===== config.mk =====
export PLATFORM = sky130hd
export DESIGN_NAME = buzzer_pin_audio_sampler_top_flat
export DESIGN_NICKNAME = d
export VERILOG_FILES = /design/src/hw/rtl/bpas_pkg.sv /design/src/hw/rtl/bpas_if.sv /design/src/hw/rtl/bpas_fifo.sv /design/src/hw/rtl/bpas_front.sv /design/src/hw/rtl/bpas_back.sv /design/src/hw/rtl/buzzer_pin_audio_sampler_top.sv /design/src/flat_wrapper.sv
export SDC_FILE = /design/constraint.sdc
export NUM_CORES = 2
export LEC_CHECK = 0
export BUFFER_PORTS_ARGS = -buffer_cell sky130_fd_sc_hd__buf_2
export CORE_MARGIN = 4
export CORE_UTILIZATION = 69
export CTS_CLUSTER_SIZE = 16
export DETAILED_ROUTE_END_ITERATION = 10
export GPL_TIMING_DRIVEN = 0
export PLACE_DENSITY = 0.86
export SKIP_CTS_REPAIR_TIMING = 1
export SYNTH_ARGS = -nofsm -noshare
export SYNTH_HDL_FRONTEND = slang
export SYNTH_HIERARCHICAL = 1
export SYNTH_SLANG_ARGS = --single-unit
export TNS_END_PERCENT = 30

===== constraint.sdc =====
create_clock -name clk -period 16.5 [get_ports clk]
set_input_delay 1.65 -clock clk [delete_from_list [all_inputs] [get_ports clk]]
set_output_delay 1.65 -clock clk [all_outputs]
set_load 0.01 [all_outputs]

===== src/hw/rtl/bpas_pkg.sv =====
// types and constants of the buzzer pin audio sampler
// no dependencies
package bpas_pkg;

  typedef enum logic [1:0] {
    CMD_TICK  = 2'd0,
    CMD_START = 2'd1,
    CMD_END   = 2'd2,
    CMD_NONE  = 2'd3
  } cmd_t;

  typedef enum logic [1:0] {
    MODE_ACTIVE  = 2'd0,
    MODE_PASSIVE = 2'd1,
    MODE_TONE    = 2'd2,
    MODE_NONE    = 2'd3
  } mode_t;

  typedef enum logic [2:0] {
    REG_MODE        = 3'd0,
    REG_ACTIVE_HIGH = 3'd1,
    REG_PIN_CONN    = 3'd2,
    REG_DECIMATION  = 3'd3,
    REG_SAMPLE_RATE = 3'd4,
    REG_AMPLITUDE   = 3'd5,
    REG_FRAME_LIMIT = 3'd6,
    REG_UNUSED      = 3'd7
  } reg_idx_t;

  typedef enum logic [1:0] {
    OP_SAMPLE = 2'd0,
    OP_STATUS = 2'd1,
    OP_TONE   = 2'd2,
    OP_NONE   = 2'd3
  } op_t;

  typedef enum logic [2:0] {
    BK_IDLE,
    BK_MUL0,
    BK_MUL1,
    BK_MUL2,
    BK_ACC,
    BK_RND,
    BK_DIV,
    BK_DEC
  } bk_state_t;

  typedef struct packed {
    logic [1:0]  mode;
    logic        active_high;
    logic        pin_connected;
    logic [15:0] decimation;
    logic [16:0] sample_rate;
    logic [14:0] amplitude;
    logic [15:0] frame_limit;
  } cfg_t;

  typedef struct packed {
    op_t         op;
    logic        drive;
    logic        beep;
    logic [31:0] period;
  } entry_t;

  localparam int CFG_DATA_W = 17;
  localparam int CFG_IDX_W  = 3;

  localparam logic [7:0]  ACT_HIGH_LIMIT = 8'd65;
  localparam logic [9:0]  ACT_LOW_BASE   = 10'd310;
  localparam logic [9:0]  ACT_LOW_LIMIT  = 10'd215;
  localparam logic [24:0] MIN_TONE_HZ    = 25'd100;
  localparam logic [24:0] TONE_STEP_HZ   = 25'd10;
  localparam logic [31:0] MIN_PERIOD_Q8  = 32'd1280;
  localparam logic [23:0] EDGE_MAX       = 24'hFFFFFF;
  localparam int          DIV_STEPS      = 25;

endpackage


===== src/hw/rtl/bpas_if.sv =====
// channel interfaces of the buzzer pin audio sampler
// depends on bpas_pkg
interface bpas_in_if;
  logic       valid;
  logic       ready;
  logic [1:0] command;
  logic       pin_level;
  logic [7:0] pin_average;
  modport source (output valid, command, pin_level, pin_average, input ready);
  modport sink (input valid, command, pin_level, pin_average, output ready);
endinterface

interface bpas_out_if;
  logic               valid;
  logic               ready;
  logic               kind;
  logic signed [15:0] sample;
  logic               beep_on;
  logic               tone_restart;
  logic [16:0]        tone_freq;
  modport source (output valid, kind, sample, beep_on, tone_restart, tone_freq, input ready);
  modport sink (input valid, kind, sample, beep_on, tone_restart, tone_freq, output ready);
endinterface

interface bpas_cfg_if;
  logic                       valid;
  logic                       ready;
  logic [bpas_pkg::CFG_IDX_W-1:0]  index;
  logic [bpas_pkg::CFG_DATA_W-1:0] data;
  modport source (output valid, index, data, input ready);
  modport sink (input valid, index, data, output ready);
endinterface


===== src/hw/rtl/bpas_fifo.sv =====
// short request queue between front and back
// depends on bpas_pkg
module bpas_fifo #(
  parameter int DEPTH = 4
) (
  input  logic             clk,
  input  logic             rst,
  input  logic             push,
  input  bpas_pkg::entry_t push_data,
  output logic             full,
  input  logic             pop,
  output bpas_pkg::entry_t pop_data,
  output logic             not_empty
);
  import bpas_pkg::*;

  localparam int PW = (DEPTH > 1) ? $clog2(DEPTH) : 1;
  localparam int CW = $clog2(DEPTH + 1);

  entry_t        mem [DEPTH];
  logic [PW-1:0] wr_ptr;
  logic [PW-1:0] rd_ptr;
  logic [CW-1:0] count;

  assign full      = (count == CW'(DEPTH));
  assign not_empty = (count != '0);
  assign pop_data  = mem[rd_ptr];

  always_ff @(posedge clk) begin
    if (push) begin
      mem[wr_ptr] <= push_data;
    end
  end

  always_ff @(posedge clk) begin
    if (rst) begin
      wr_ptr <= '0;
      rd_ptr <= '0;
      count  <= '0;
    end else begin
      if (push) begin
        wr_ptr <= (wr_ptr == PW'(DEPTH - 1)) ? '0 : wr_ptr + 1'b1;
      end
      if (pop) begin
        rd_ptr <= (rd_ptr == PW'(DEPTH - 1)) ? '0 : rd_ptr + 1'b1;
      end
      if (push && !pop) begin
        count <= count + 1'b1;
      end else if (pop && !push) begin
        count <= count - 1'b1;
      end
    end
  end
endmodule


===== src/hw/rtl/bpas_front.sv =====
// front end: accepts items, paces ticks, tracks frame and edge state, queues work
// depends on bpas_pkg, bpas_if
module bpas_front (
  input  logic             clk,
  input  logic             rst,
  input  bpas_pkg::cfg_t   cfg,
  bpas_in_if.sink          in_ch,
  input  logic             q_full,
  output logic             push,
  output bpas_pkg::entry_t push_data
);
  import bpas_pkg::*;

  logic [15:0] tick_count;
  logic [15:0] frame_count;
  logic [23:0] edge_count;
  logic [31:0] period_avg;
  logic        last_level;

  logic        acc;
  logic        fire;
  logic        drive;
  logic        beep_act;
  logic [32:0] avg_sum;

  assign in_ch.ready = !q_full;
  assign acc   = in_ch.valid && in_ch.ready;
  assign fire  = (tick_count >= cfg.decimation);
  assign drive = cfg.active_high ? in_ch.pin_level : !in_ch.pin_level;
  assign avg_sum = {1'b0, period_avg} + {1'b0, edge_count, 8'd0};
  assign beep_act = cfg.pin_connected && (cfg.active_high ?
                    (in_ch.pin_average > ACT_HIGH_LIMIT) :
                    ((ACT_LOW_BASE - {2'd0, in_ch.pin_average}) > ACT_LOW_LIMIT));

  always_comb begin
    push      = 1'b0;
    push_data = '{op: OP_STATUS, drive: drive, beep: 1'b0, period: period_avg};
    if (acc) begin
      unique case (cmd_t'(in_ch.command))
        CMD_TICK: begin
          if (mode_t'(cfg.mode) == MODE_PASSIVE && fire && cfg.pin_connected &&
              frame_count < cfg.frame_limit) begin
            push         = 1'b1;
            push_data.op = OP_SAMPLE;
          end
        end
        CMD_END: begin
          push = 1'b1;
          unique case (mode_t'(cfg.mode))
            MODE_ACTIVE: push_data.beep = beep_act;
            MODE_TONE:   push_data.op = OP_TONE;
            default:     push_data.beep = 1'b0;
          endcase
        end
        default: push = 1'b0;
      endcase
    end
  end

  always_ff @(posedge clk) begin
    if (rst) begin
      tick_count  <= '0;
      frame_count <= '0;
      edge_count  <= '0;
      period_avg  <= '0;
      last_level  <= 1'b0;
    end else if (acc) begin
      unique case (cmd_t'(in_ch.command))
        CMD_TICK: begin
          if (mode_t'(cfg.mode) == MODE_PASSIVE || mode_t'(cfg.mode) == MODE_TONE) begin
            tick_count <= fire ? '0 : tick_count + 1'b1;
          end
          if (push) begin
            frame_count <= frame_count + 1'b1;
          end
          if (mode_t'(cfg.mode) == MODE_TONE && fire && cfg.pin_connected) begin
            last_level <= in_ch.pin_level;
            if (!last_level && in_ch.pin_level) begin
              period_avg <= avg_sum[32:1];
              edge_count <= 24'd1;
            end else if (edge_count < EDGE_MAX) begin
              edge_count <= edge_count + 1'b1;
            end
          end
        end
        CMD_START: begin
          if (mode_t'(cfg.mode) == MODE_PASSIVE) begin
            tick_count <= cfg.decimation;
          end else if (mode_t'(cfg.mode) == MODE_TONE) begin
            tick_count <= cfg.decimation;
            edge_count <= '0;
            last_level <= 1'b0;
            period_avg <= '0;
          end
        end
        CMD_END: begin
          if (mode_t'(cfg.mode) == MODE_PASSIVE) begin
            frame_count <= '0;
          end
        end
        default: begin
        end
      endcase
    end
  end
endmodule


===== src/hw/rtl/bpas_back.sv =====
// back end: iir filter on a shared multiplier, tone frequency divider, result register
// depends on bpas_pkg, bpas_if
module bpas_back #(
  parameter int COEF_FRAC_BITS = 14
) (
  input  logic             clk,
  input  logic             rst,
  input  bpas_pkg::cfg_t   cfg,
  input  logic             q_valid,
  input  bpas_pkg::entry_t q_data,
  output logic             pop,
  bpas_out_if.source       out_ch
);
  import bpas_pkg::*;

  localparam int CW = COEF_FRAC_BITS + 2;
  localparam int PW = CW + 33;
  localparam int AW = PW + 2;
  localparam longint CfNumL = (64'sd7837 * (64'sd1 <<< COEF_FRAC_BITS) + 64'sd5000) / 64'sd10000;
  localparam longint CfP1L  = (64'sd1196 * (64'sd1 <<< COEF_FRAC_BITS) + 64'sd500) / 64'sd1000;
  localparam longint CfP2L  = (64'sd2068 * (64'sd1 <<< COEF_FRAC_BITS) + 64'sd5000) / 64'sd10000;
  localparam logic signed [CW-1:0] CF_NUM = CW'(CfNumL);
  localparam logic signed [CW-1:0] CF_P1  = CW'(CfP1L);
  localparam logic signed [CW-1:0] CF_P2  = CW'(CfP2L);
  localparam logic signed [AW-1:0] RND_HALF = AW'(64'sd1 <<< (COEF_FRAC_BITS - 1));
  localparam logic signed [AW-1:0] Y_MAX = AW'(64'sd2147483647);
  localparam logic signed [AW-1:0] Y_MIN = -AW'(64'sd2147483648);

  bk_state_t state, state_next;

  logic signed [16:0] x0, x1, x2;
  logic signed [31:0] y0, y1, y2;
  logic signed [PW-1:0] prod;
  logic signed [AW-1:0] acc;
  logic [31:0] div_d;
  logic [31:0] rem;
  logic [24:0] num;
  logic [24:0] quo;
  logic [4:0]  step;
  logic [16:0] last_freq;

  logic signed [17:0] xdiff;
  logic signed [AW-1:0] y_full;
  logic signed [31:0] y_sat;
  logic signed [32:0] y_bias;
  logic signed [23:0] t_val;
  logic signed [15:0] t_sat;
  logic [32:0] rem_sh;
  logic        rem_ge;
  logic [24:0] fdiff;
  logic        f_ok;

  assign pop = (state == BK_IDLE) && q_valid && !out_ch.valid;
  assign xdiff = {x1[16], x1} - {x2[16], x2};
  assign y_full = (acc + RND_HALF) >>> COEF_FRAC_BITS;
  assign y_sat = (y_full > Y_MAX) ? 32'sh7FFFFFFF :
                 (y_full < Y_MIN) ? 32'sh80000000 : y_full[31:0];
  assign y_bias = y_sat[31] ? ({y_sat[31], y_sat} + 33'sd255) : {y_sat[31], y_sat};
  assign t_val = 24'(y_bias >>> 8);
  assign t_sat = (t_val > 24'sd32767) ? 16'sh7FFF :
                 (t_val < -24'sd32768) ? 16'sh8000 : t_val[15:0];
  assign rem_sh = {rem, num[24]};
  assign rem_ge = (rem_sh >= {1'b0, div_d});
  assign f_ok = (quo > MIN_TONE_HZ);
  assign fdiff = ({8'd0, last_freq} > quo) ? {8'd0, last_freq} - quo : quo - {8'd0, last_freq};

  always_ff @(posedge clk) begin
    if (rst) begin
      state <= BK_IDLE;
    end else begin
      state <= state_next;
    end
  end

  always_comb begin
    state_next = state;
    unique case (state)
      BK_IDLE: begin
        if (pop) begin
          unique case (q_data.op)
            OP_SAMPLE: state_next = BK_MUL0;
            OP_TONE:   state_next = (q_data.period > MIN_PERIOD_Q8) ? BK_DIV : BK_DEC;
            default:   state_next = BK_IDLE;
          endcase
        end
      end
      BK_MUL0: state_next = BK_MUL1;
      BK_MUL1: state_next = BK_MUL2;
      BK_MUL2: state_next = BK_ACC;
      BK_ACC:  state_next = BK_RND;
      BK_RND:  state_next = BK_IDLE;
      BK_DIV:  state_next = (step == 5'(DIV_STEPS - 1)) ? BK_DEC : BK_DIV;
      BK_DEC:  state_next = BK_IDLE;
      default: state_next = BK_IDLE;
    endcase
  end

  always_ff @(posedge clk) begin
    if (rst) begin
      x0 <= '0;
      x1 <= '0;
      x2 <= '0;
      y0 <= '0;
      y1 <= '0;
      y2 <= '0;
      last_freq <= '0;
      out_ch.valid <= 1'b0;
    end else begin
      if (out_ch.valid && out_ch.ready) begin
        out_ch.valid <= 1'b0;
      end
      unique case (state)
        BK_IDLE: begin
          if (pop) begin
            div_d <= q_data.period;
            rem   <= '0;
            quo   <= '0;
            num   <= {cfg.sample_rate, 8'd0};
            step  <= '0;
            if (q_data.op == OP_SAMPLE) begin
              x2 <= x1;
              x1 <= x0;
              x0 <= q_data.drive ? $signed({2'b00, cfg.amplitude}) :
                                   -$signed({2'b00, cfg.amplitude});
              y2 <= y1;
              y1 <= y0;
            end else if (q_data.op != OP_TONE) begin
              out_ch.valid        <= 1'b1;
              out_ch.kind         <= 1'b1;
              out_ch.sample       <= '0;
              out_ch.beep_on      <= q_data.beep;
              out_ch.tone_restart <= 1'b0;
              out_ch.tone_freq    <= '0;
            end
          end
        end
        BK_MUL0: prod <= PW'(CF_NUM) * PW'(xdiff);
        BK_MUL1: begin
          acc  <= AW'(prod) <<< 7;
          prod <= PW'(CF_P1) * PW'(y1);
        end
        BK_MUL2: begin
          acc  <= acc + AW'(prod);
          prod <= PW'(CF_P2) * PW'(y2);
        end
        BK_ACC: acc <= acc - AW'(prod);
        BK_RND: begin
          y0                  <= y_sat;
          out_ch.valid        <= 1'b1;
          out_ch.kind         <= 1'b0;
          out_ch.sample       <= t_sat;
          out_ch.beep_on      <= 1'b0;
          out_ch.tone_restart <= 1'b0;
          out_ch.tone_freq    <= '0;
        end
        BK_DIV: begin
          rem  <= rem_ge ? 32'(rem_sh - {1'b0, div_d}) : rem_sh[31:0];
          quo  <= {quo[23:0], rem_ge};
          num  <= {num[23:0], 1'b0};
          step <= step + 1'b1;
        end
        BK_DEC: begin
          out_ch.valid        <= 1'b1;
          out_ch.kind         <= 1'b1;
          out_ch.sample       <= '0;
          out_ch.beep_on      <= f_ok;
          out_ch.tone_restart <= f_ok && (fdiff > TONE_STEP_HZ);
          if (!f_ok) begin
            last_freq        <= '0;
            out_ch.tone_freq <= '0;
          end else if (fdiff > TONE_STEP_HZ) begin
            last_freq        <= quo[16:0];
            out_ch.tone_freq <= quo[16:0];
          end else begin
            out_ch.tone_freq <= last_freq;
          end
        end
        default: begin
        end
      endcase
    end
  end
endmodule


===== src/hw/rtl/buzzer_pin_audio_sampler_top.sv =====
// top level of the buzzer pin audio sampler: config registers, front, queue, back
// depends on bpas_pkg, bpas_if, bpas_front, bpas_fifo, bpas_back
//
//   channel  dir  handshake    payload
//   in_ch    in   valid/ready  command, pin_level, pin_average
//   out_ch   out  valid/ready  kind, sample, beep_on, tone_restart, tone_freq
//   cfg_ch   in   valid/ready  index, data (always ready)
//
// front takes one item per cycle while the queue has room
// back: audio sample by three multiplies on one multiplier, accumulate and round,
// tone status by a 25-step restoring divider, other status straight from idle;
// one entry at a time; result register holds while out_ch stalls
// synchronous reset; no clearing pass
module buzzer_pin_audio_sampler_top #(
  parameter int COEF_FRAC_BITS = 14,
  parameter int QUEUE_DEPTH    = 4
) (
  input logic    clk,
  input logic    rst,
  bpas_in_if.sink     in_ch,
  bpas_out_if.source  out_ch,
  bpas_cfg_if.sink    cfg_ch
);
  import bpas_pkg::*;

  cfg_t   cfg;
  logic   q_full;
  logic   q_push;
  entry_t q_push_data;
  logic   q_pop;
  entry_t q_pop_data;
  logic   q_valid;

  assign cfg_ch.ready = 1'b1;

  always_ff @(posedge clk) begin
    if (rst) begin
      cfg <= '{mode: 2'd0, active_high: 1'b1, pin_connected: 1'b0, decimation: 16'd100,
               sample_rate: 17'd44100, amplitude: 15'd32767, frame_limit: 16'd8820};
    end else if (cfg_ch.valid && cfg_ch.ready) begin
      unique case (reg_idx_t'(cfg_ch.index))
        REG_MODE:        cfg.mode          <= cfg_ch.data[1:0];
        REG_ACTIVE_HIGH: cfg.active_high   <= cfg_ch.data[0];
        REG_PIN_CONN:    cfg.pin_connected <= cfg_ch.data[0];
        REG_DECIMATION:  cfg.decimation    <= cfg_ch.data[15:0];
        REG_SAMPLE_RATE: cfg.sample_rate   <= cfg_ch.data[16:0];
        REG_AMPLITUDE:   cfg.amplitude     <= cfg_ch.data[14:0];
        REG_FRAME_LIMIT: cfg.frame_limit   <= cfg_ch.data[15:0];
        default: begin
        end
      endcase
    end
  end

  bpas_front u_front (
    .clk       (clk),
    .rst       (rst),
    .cfg       (cfg),
    .in_ch     (in_ch),
    .q_full    (q_full),
    .push      (q_push),
    .push_data (q_push_data)
  );

  bpas_fifo #(.DEPTH(QUEUE_DEPTH)) u_fifo (
    .clk       (clk),
    .rst       (rst),
    .push      (q_push),
    .push_data (q_push_data),
    .full      (q_full),
    .pop       (q_pop),
    .pop_data  (q_pop_data),
    .not_empty (q_valid)
  );

  bpas_back #(.COEF_FRAC_BITS(COEF_FRAC_BITS)) u_back (
    .clk     (clk),
    .rst     (rst),
    .cfg     (cfg),
    .q_valid (q_valid),
    .q_data  (q_pop_data),
    .pop     (q_pop),
    .out_ch  (out_ch)
  );
endmodule


===== src/flat_wrapper.sv =====
// flat-port wrapper written by rule: the top's interface ports become plain ports
module buzzer_pin_audio_sampler_top_flat import bpas_pkg::*;
#(
  parameter int COEF_FRAC_BITS = 14,
  parameter int QUEUE_DEPTH    = 4
)
  (clk, rst, in_ch_valid, in_ch_command, in_ch_pin_level, in_ch_pin_average, in_ch_ready, out_ch_valid, out_ch_kind, out_ch_sample, out_ch_beep_on, out_ch_tone_restart, out_ch_tone_freq, out_ch_ready, cfg_ch_valid, cfg_ch_index, cfg_ch_data, cfg_ch_ready);
  bpas_in_if in_ch_i ();
  bpas_out_if out_ch_i ();
  bpas_cfg_if cfg_ch_i ();
  input logic clk;
  input logic rst;
  input wire logic [$bits(in_ch_i.valid)-1:0] in_ch_valid;
  input wire logic [$bits(in_ch_i.command)-1:0] in_ch_command;
  input wire logic [$bits(in_ch_i.pin_level)-1:0] in_ch_pin_level;
  input wire logic [$bits(in_ch_i.pin_average)-1:0] in_ch_pin_average;
  output wire logic [$bits(in_ch_i.ready)-1:0] in_ch_ready;
  output wire logic [$bits(out_ch_i.valid)-1:0] out_ch_valid;
  output wire logic [$bits(out_ch_i.kind)-1:0] out_ch_kind;
  output wire logic [$bits(out_ch_i.sample)-1:0] out_ch_sample;
  output wire logic [$bits(out_ch_i.beep_on)-1:0] out_ch_beep_on;
  output wire logic [$bits(out_ch_i.tone_restart)-1:0] out_ch_tone_restart;
  output wire logic [$bits(out_ch_i.tone_freq)-1:0] out_ch_tone_freq;
  input wire logic [$bits(out_ch_i.ready)-1:0] out_ch_ready;
  input wire logic [$bits(cfg_ch_i.valid)-1:0] cfg_ch_valid;
  input wire logic [$bits(cfg_ch_i.index)-1:0] cfg_ch_index;
  input wire logic [$bits(cfg_ch_i.data)-1:0] cfg_ch_data;
  output wire logic [$bits(cfg_ch_i.ready)-1:0] cfg_ch_ready;
  assign in_ch_i.valid = in_ch_valid;
  assign in_ch_i.command = in_ch_command;
  assign in_ch_i.pin_level = in_ch_pin_level;
  assign in_ch_i.pin_average = in_ch_pin_average;
  assign in_ch_ready = in_ch_i.ready;
  assign out_ch_valid = out_ch_i.valid;
  assign out_ch_kind = out_ch_i.kind;
  assign out_ch_sample = out_ch_i.sample;
  assign out_ch_beep_on = out_ch_i.beep_on;
  assign out_ch_tone_restart = out_ch_i.tone_restart;
  assign out_ch_tone_freq = out_ch_i.tone_freq;
  assign out_ch_i.ready = out_ch_ready;
  assign cfg_ch_i.valid = cfg_ch_valid;
  assign cfg_ch_i.index = cfg_ch_index;
  assign cfg_ch_i.data = cfg_ch_data;
  assign cfg_ch_ready = cfg_ch_i.ready;
  buzzer_pin_audio_sampler_top #(.COEF_FRAC_BITS(COEF_FRAC_BITS), .QUEUE_DEPTH(QUEUE_DEPTH)) u_core (.clk(clk), .rst(rst), .in_ch(in_ch_i), .out_ch(out_ch_i), .cfg_ch(cfg_ch_i));
endmodule

Yosys cells after proc, flatten, opt, wreduce, memory -nomap -nowiden --
Memories as Yosys holds them, arrays and structs flattened. A register that Yosys moved wholly into a read port is not among the register bits. Index checks and enable logic that the tools add are counted.
Storage, ports and cells: memories 1, flip-flop bits (word level) 587, output and inout bits 39, input bits 36, bits in writable memories 144, word-level logic and storage cells 255
Operators by class: equality and inequality tests 35, multipliers 3, $add $sub $neg 19, reductions and logical operators 53, bitwise gates (word level) 1, $lt $le $gt $ge 14, multiplexer cells 93
Memory list:
- u_core.u_fifo.mem | depth 4, bits a word 36, rd ports 1, clocked after memory_dff 1, wr ports 1, RTL line bpas_fifo.sv:20 | entry_t mem [DEPTH];
Operator list (count):
- 32-bit 2-to-1 mux | 9
- 16-bit 2-to-1 mux | 11
- 51-bit one-hot mux with 3 select lines | 1
- 49-bit one-hot mux with 3 select lines | 1
- 32-bit one-hot mux with 2 select lines | 2
- 24-bit 2-to-1 mux | 5
- 17-bit 2-to-1 mux | 6
- 25-bit one-hot mux with 2 select lines | 2
- 25-bit 2-to-1 mux | 3
- 16-bit one-hot mux with 2 select lines | 2
- 51-bit by 15-bit adder with 51-bit output, second input constant | 1
- 51-bit by 49-bit adder with 51-bit output | 1
- 17-bit one-hot mux with 3 select lines | 1
- 51-bit by 49-bit subtractor with 51-bit output | 1
- 16-bit by 32-bit multiplier with 48-bit output, first input constant | 1
- 16-bit one-hot mux with 3 select lines | 1
- 24-bit one-hot mux with 2 select lines | 1
- 11-bit by 32-bit multiplier with 43-bit output, first input constant | 1
- 37-bit by 32-bit > comparator with 1-bit output, second input constant | 1
- 37-bit by 32-bit < comparator with 1-bit output, second input constant | 1
- 32-bit by 32-bit adder with 33-bit output | 1
- 33-bit by 32-bit >= comparator with 1-bit output | 1
- 16-bit by 1-bit adder with 16-bit output, second input constant | 2
- 32-bit by 9-bit adder with 32-bit output, second input constant | 1
- 56 further kinds | 161

Longest topological paths before layout --
word-level depth 11, mapped depth 33, mapped depth without buffers 33

Cells and area by module --
Netlist, hierarchy kept.
Modules (own cells, without submodules):
- bpas_back | area each 45611.2 µm², instances 1, sequential area each 10750.3 µm², cells an instance 5043
- bpas_front | area each 6433.7 µm², instances 1, sequential area each 1781.7 µm², cells an instance 833
- bpas_fifo | area each 5690.5 µm², instances 1, sequential area each 4504.3 µm², cells an instance 232
- buzzer_pin_audio_sampler_top | area each 2810.2 µm², instances 1, sequential area each 1361.3 µm², cells an instance 269

Worst setup path before layout --
OpenSTA, ideal clock, no wires.
path kind input port to flip-flop, start input rst, end register u_core.u_back.num[10] (enable), buffers on the path 1, setup time 0.711 ns, slack 6.317 ns, data required time 15.789 ns, arrival 9.472 ns, stages on the path 3, path through buf_4 > a21o_1 > nor4_1
Between the ends: word-level cells in the longest chain between the ends 2
RTL lines:
- start, declared | RTL line flat_wrapper.sv:12 | input logic rst;
- 1-bit NOT (no source line)
- 3-bit AND reduction (no source line)
- end signal, assigned | RTL line bpas_back.sv:118 | num <= {cfg.sample_rate, 8'd0};
- end signal, assigned | RTL line bpas_back.sv:159 | num <= {num[23:0], 1'b0};
- end, declared | RTL line bpas_back.sv:37 | logic [24:0] num;
No other way between the ends. A chain may end at the register's enable or synchronous reset.

Final worst setup path --
start register u_core.u_back.x1[1], end register u_core.u_back.prod[38] (data pin)
Between the ends: word-level cells in the longest chain between the ends 3
RTL lines:
- start, declared | RTL line bpas_back.sv:31 | logic signed [16:0] x0, x1, x2;
- start signal, assigned | RTL line bpas_back.sv:101 | x1 <= '0;
- start signal, assigned | RTL line bpas_back.sv:122 | x1 <= x0;
- 17-bit by 17-bit subtractor with 18-bit output | RTL line bpas_back.sv:54 | assign xdiff = {x1[16], x1} - {x2[16], x2};
- 12-bit by 18-bit multiplier with 30-bit output | RTL line bpas_back.sv:137 | BK_MUL0: prod <= PW'(CF_NUM) * PW'(xdiff);
- 49-bit one-hot mux with 3 select lines | RTL line bpas_back.sv:112 | unique case (state)
- end signal, assigned | RTL line bpas_back.sv:137
- end signal, assigned | RTL line bpas_back.sv:140 | prod <= PW'(CF_P1) * PW'(y1);
- end signal, assigned | RTL line bpas_back.sv:144 | prod <= PW'(CF_P2) * PW'(y2);
- end, declared | RTL line bpas_back.sv:33 | logic signed [PW-1:0] prod;
No other way between the ends.

==> impl_metrics.yaml <==
outcome:
  outcome: "completed"
flow_run:
  cap_viol_max_count: 0
timing:
  setup_ws_ns: 7.92
  rsz0062_at_grt: "false"
  hold_viol: 0
  period_needed_ns: 8.58
  setup_viol: 0
  finalCritPeriodShare_pct: 52.0
  slew_violations: 0
  fmax_mhz: 117
  tns_ns: 0
  relSlewSlack_pct: 19.2
  worst_pin_slew_ns: 1.21
  finClkSkew_ns: 0.0598
clock_network:
  clk_latency_ns: 0.67
  clock_sink_count: 724
  cts_made_buffers: 78
  path_clk_slew_ns: 0.06
  clock_tree.htree_level_count: 3
  cts-root-buf: "clkbuf_16"
  cts_tree: "yes"
  cts_buffer_depth: 3
grt:
  met1_usage_pct: 47.7
  grt_max_degree: 37
  track_usage_pct: 36.1
  overflow: 0
  grt_pass1_vias: 49317
  grt_util_met3_pct: 7.66
  grt.busiest_layer: "met2"
  globalRouteMet2Util_pct: 58.3
  grt_antenna_before_repair: 4
  grt_pass1_wl_um: 268000
detailed_routing:
  initialDrtViolationCount: 5160
  drc: 0
  wl_um: 170000
  avgViaCountPerCell: 6.41
  firstDrtPassIters: 8
  post_drt_wl_per_cell_um: 21.9
  ant_nets: 0
  vias: 49815
yosys:
  synth_area_per_cell_um2: 9.49
  syn_area_um2: 60500
  synthFlopType: "edfxtp_1"
  synth-async-reset-ratio_pct: 0
  seq_area_frac_synth_pct: 30.4
  synth_cell_types: 127
  synth_area_leaders: "edfxtp_1, ha_1, fa_1"
  ys_warn_count: 6
  synth_seq_cells: 724
  synth_edf_count: 390
  synth_top_area_share_pct: 19.3
  synth.most_common_cell: "inv_1"
  synth_area_leader_cell: "edfxtp_1"
  syn_nets: 7448
  syn_inst: 6377
  ys_top_cells_by_count: "inv_1, ha_1, nand2_1, nor2_1, a21oi_1"
cells_and_area:
  multi_input_area_um2: 38200
  final_cells: 7770
  fill_cells: 5844
  drive_gt1_share_pct: 6.24
  nets: 7622
  regArea_um2: 18400
  diodes: 0
  area_growth_pct: 8.05
critical_path:
  required_ns: 16.85
  end_kind: "register"
  regToRegSetupSlack_ns: 7.92
  cp_max_fo: 10
  startpoint_type: "register"
  critPathKind: "reg2reg"
  rr_worst_depth: 27
  cp.arrival_ns: 8.93
power_and_ir_drop:
  p_leak_uw: 0.0297
  power_uw: 6350
  vdd_ir_drop_max_mv: 0.0979
  power_density_nw_per_um2: 97.0
worst_hold_path:
  hold_class: "reg2reg"
  hold_path_depth: 2
floorplan:
  start_util_pct: 69.7
  core-area_um2: 86900
  die_area_um2: 92500
  die_w_um: 304
  num_io_pins: 75
  num_rows: 108
  die_h_um: 304
placed_design:
  hpwlAfterDp_um: 129000
  numPortBuffers: 73
  post-place-ws_ns: 7.99
  gp_routability_congestion: 1.01
  dpl.cell_count: 7626
==> logic make-up (layout without fill, tap and decap cells) <==
family / count (synthesis) / after routing / synth area share, %
multiplexers: 185 / 185 / 3.86
flip-flops: 724 / 724 / 30.4
other: 1 / 1 / 0.00619
buffers and inverters: 998 / 1236 / 6.64
adder cells (fa/ha/maj): 1035 / 1035 / 26.1
AO/OA/AOI/OAI: 1314 / 1314 / 14.0
XOR/XNOR: 324 / 324 / 4.69
AND/OR/NAND/NOR: 1796 / 1796 / 14.4
==> flip-flops by register name (all words and copies together) (netlist names), 25 cells and up, named ones only <==
register and cells:
u_core/u_fifo/mem 144, u_core/cfg 68, u_core/u_back/acc 51, u_core/u_back/prod 48, u_core/u_back/div_d 32, u_core/u_back/rem 32, u_core/u_back/y0 32, u_core/u_back/y1 32
u_core/u_back/y2 32, u_core/u_front/period_avg 32, u_core/u_back/quo 25
==> placed cells by master (no fill, tap or decap), types with 24 or more instances in the layout <==
cell type,Yosys,final
nor2_1,476,475
xor2_1,133,133
fa_1,377,377
or2_2,26,26
o21bai_1,28,28
o21ai_0,242,242
edfxtp_1,390,390
xnor2_1,191,191
ha_1,658,658
dfxtp_1,334,334
nor3_1,97,95
clkbuf_1,160,173
buf_2,21,94
mux2i_1,140,140
mux4_2,30,30
clkbuf_16,0,81
nand3_1,121,121
a21o_1,122,122
nand3b_1,24,24
a211oi_1,78,78
o21a_1,40,40
o31ai_1,38,38
nor2b_1,38,38
a31oi_1,32,32
nor4_1,34,33
or3_1,38,38
and3_1,50,50
and2_1,52,48
nand4_1,57,57
nand2_1,572,572
inv_1,771,771
nand2b_1,102,102
a21oi_1,461,459
o211ai_1,34,34
==> final timing paths <==
path                               startpoint                                to
max          u_core/u_back/x1[1]$_SDFFE_PP0P_  u_core/u_back/prod[38]$_DFFE_PP_
min          u_core/u_back/x2[6]$_SDFFE_PP0P_  u_core/u_back/x2[6]$_SDFFE_PP0P_
max reg2reg  u_core/u_back/x1[1]$_SDFFE_PP0P_  u_core/u_back/prod[38]$_DFFE_PP_
min reg2reg  u_core/u_back/x2[6]$_SDFFE_PP0P_  u_core/u_back/x2[6]$_SDFFE_PP0P_
==> through the flow <==
step	hold slack [ns]	instance area (um2)	util [%]
2_1_floorplan	0.429	60500	-
3_3_place_gp	0.441	62400	71.8
3_5_place_dp	0.447	62700	72.1
4_1_cts	0.455	65400	75.3
5_1_grt	0.468	65400	75.3
6_report	0.458	65400	75.3
==> final cells by class <==
cell class | instances | area share, %
Clock inverter | 47 | 0.947
Multi-Input combinational cell | 4655 | 58.4
Sequential cell | 724 | 28.1
Buffer | 226 | 1.71
Clock buffer | 97 | 3.24
Inverter | 772 | 4.43
Tap cell | 1155 | 2.21
Timing Repair Buffer | 94 | 0.983
==> where the power goes <==
part	internal, uW	switching [uW]	total (uW)
clock network	1060	809	1870
registers	2140	137	2280
logic	826	1370	2200
==> routing by layer <==
metal  vias to the layer above  wire length, um  share of wire, %
met5                         -               26             0.015
met3                       523            17400                10
li1                      22561                -                 -
met2                      2548            78300                46
met1                     24179            66600                39
met4                         4             7800               4.6
==> critical path, stage by stage (launching register included) <==
cell and delay [ns]:
dfxtp_1 0.43, ha_1 0.26, nor2b_1 0.13, o21a_1 0.17, o21ai_0 0.23, a21oi_1 0.16, a2111oi_0 0.65, o311ai_0 0.27
a21oi_1 0.32, nor2b_1 0.08, o22ai_1 0.87, inv_1 0.57, fa_1 0.67, inv_1 0.05, ha_1 0.27, inv_1 0.05
fa_1 0.51, inv_1 0.05, ha_1 0.29, ha_1 0.38, nand4_1 0.10, o21ai_0 0.09, a41o_1 0.23, o311ai_0 0.44
a21oi_1 0.15, xor2_1 0.23, nor2_1 0.56, a221oi_1 0.10
Note: power is estimated with default switching activity, not from simulation.
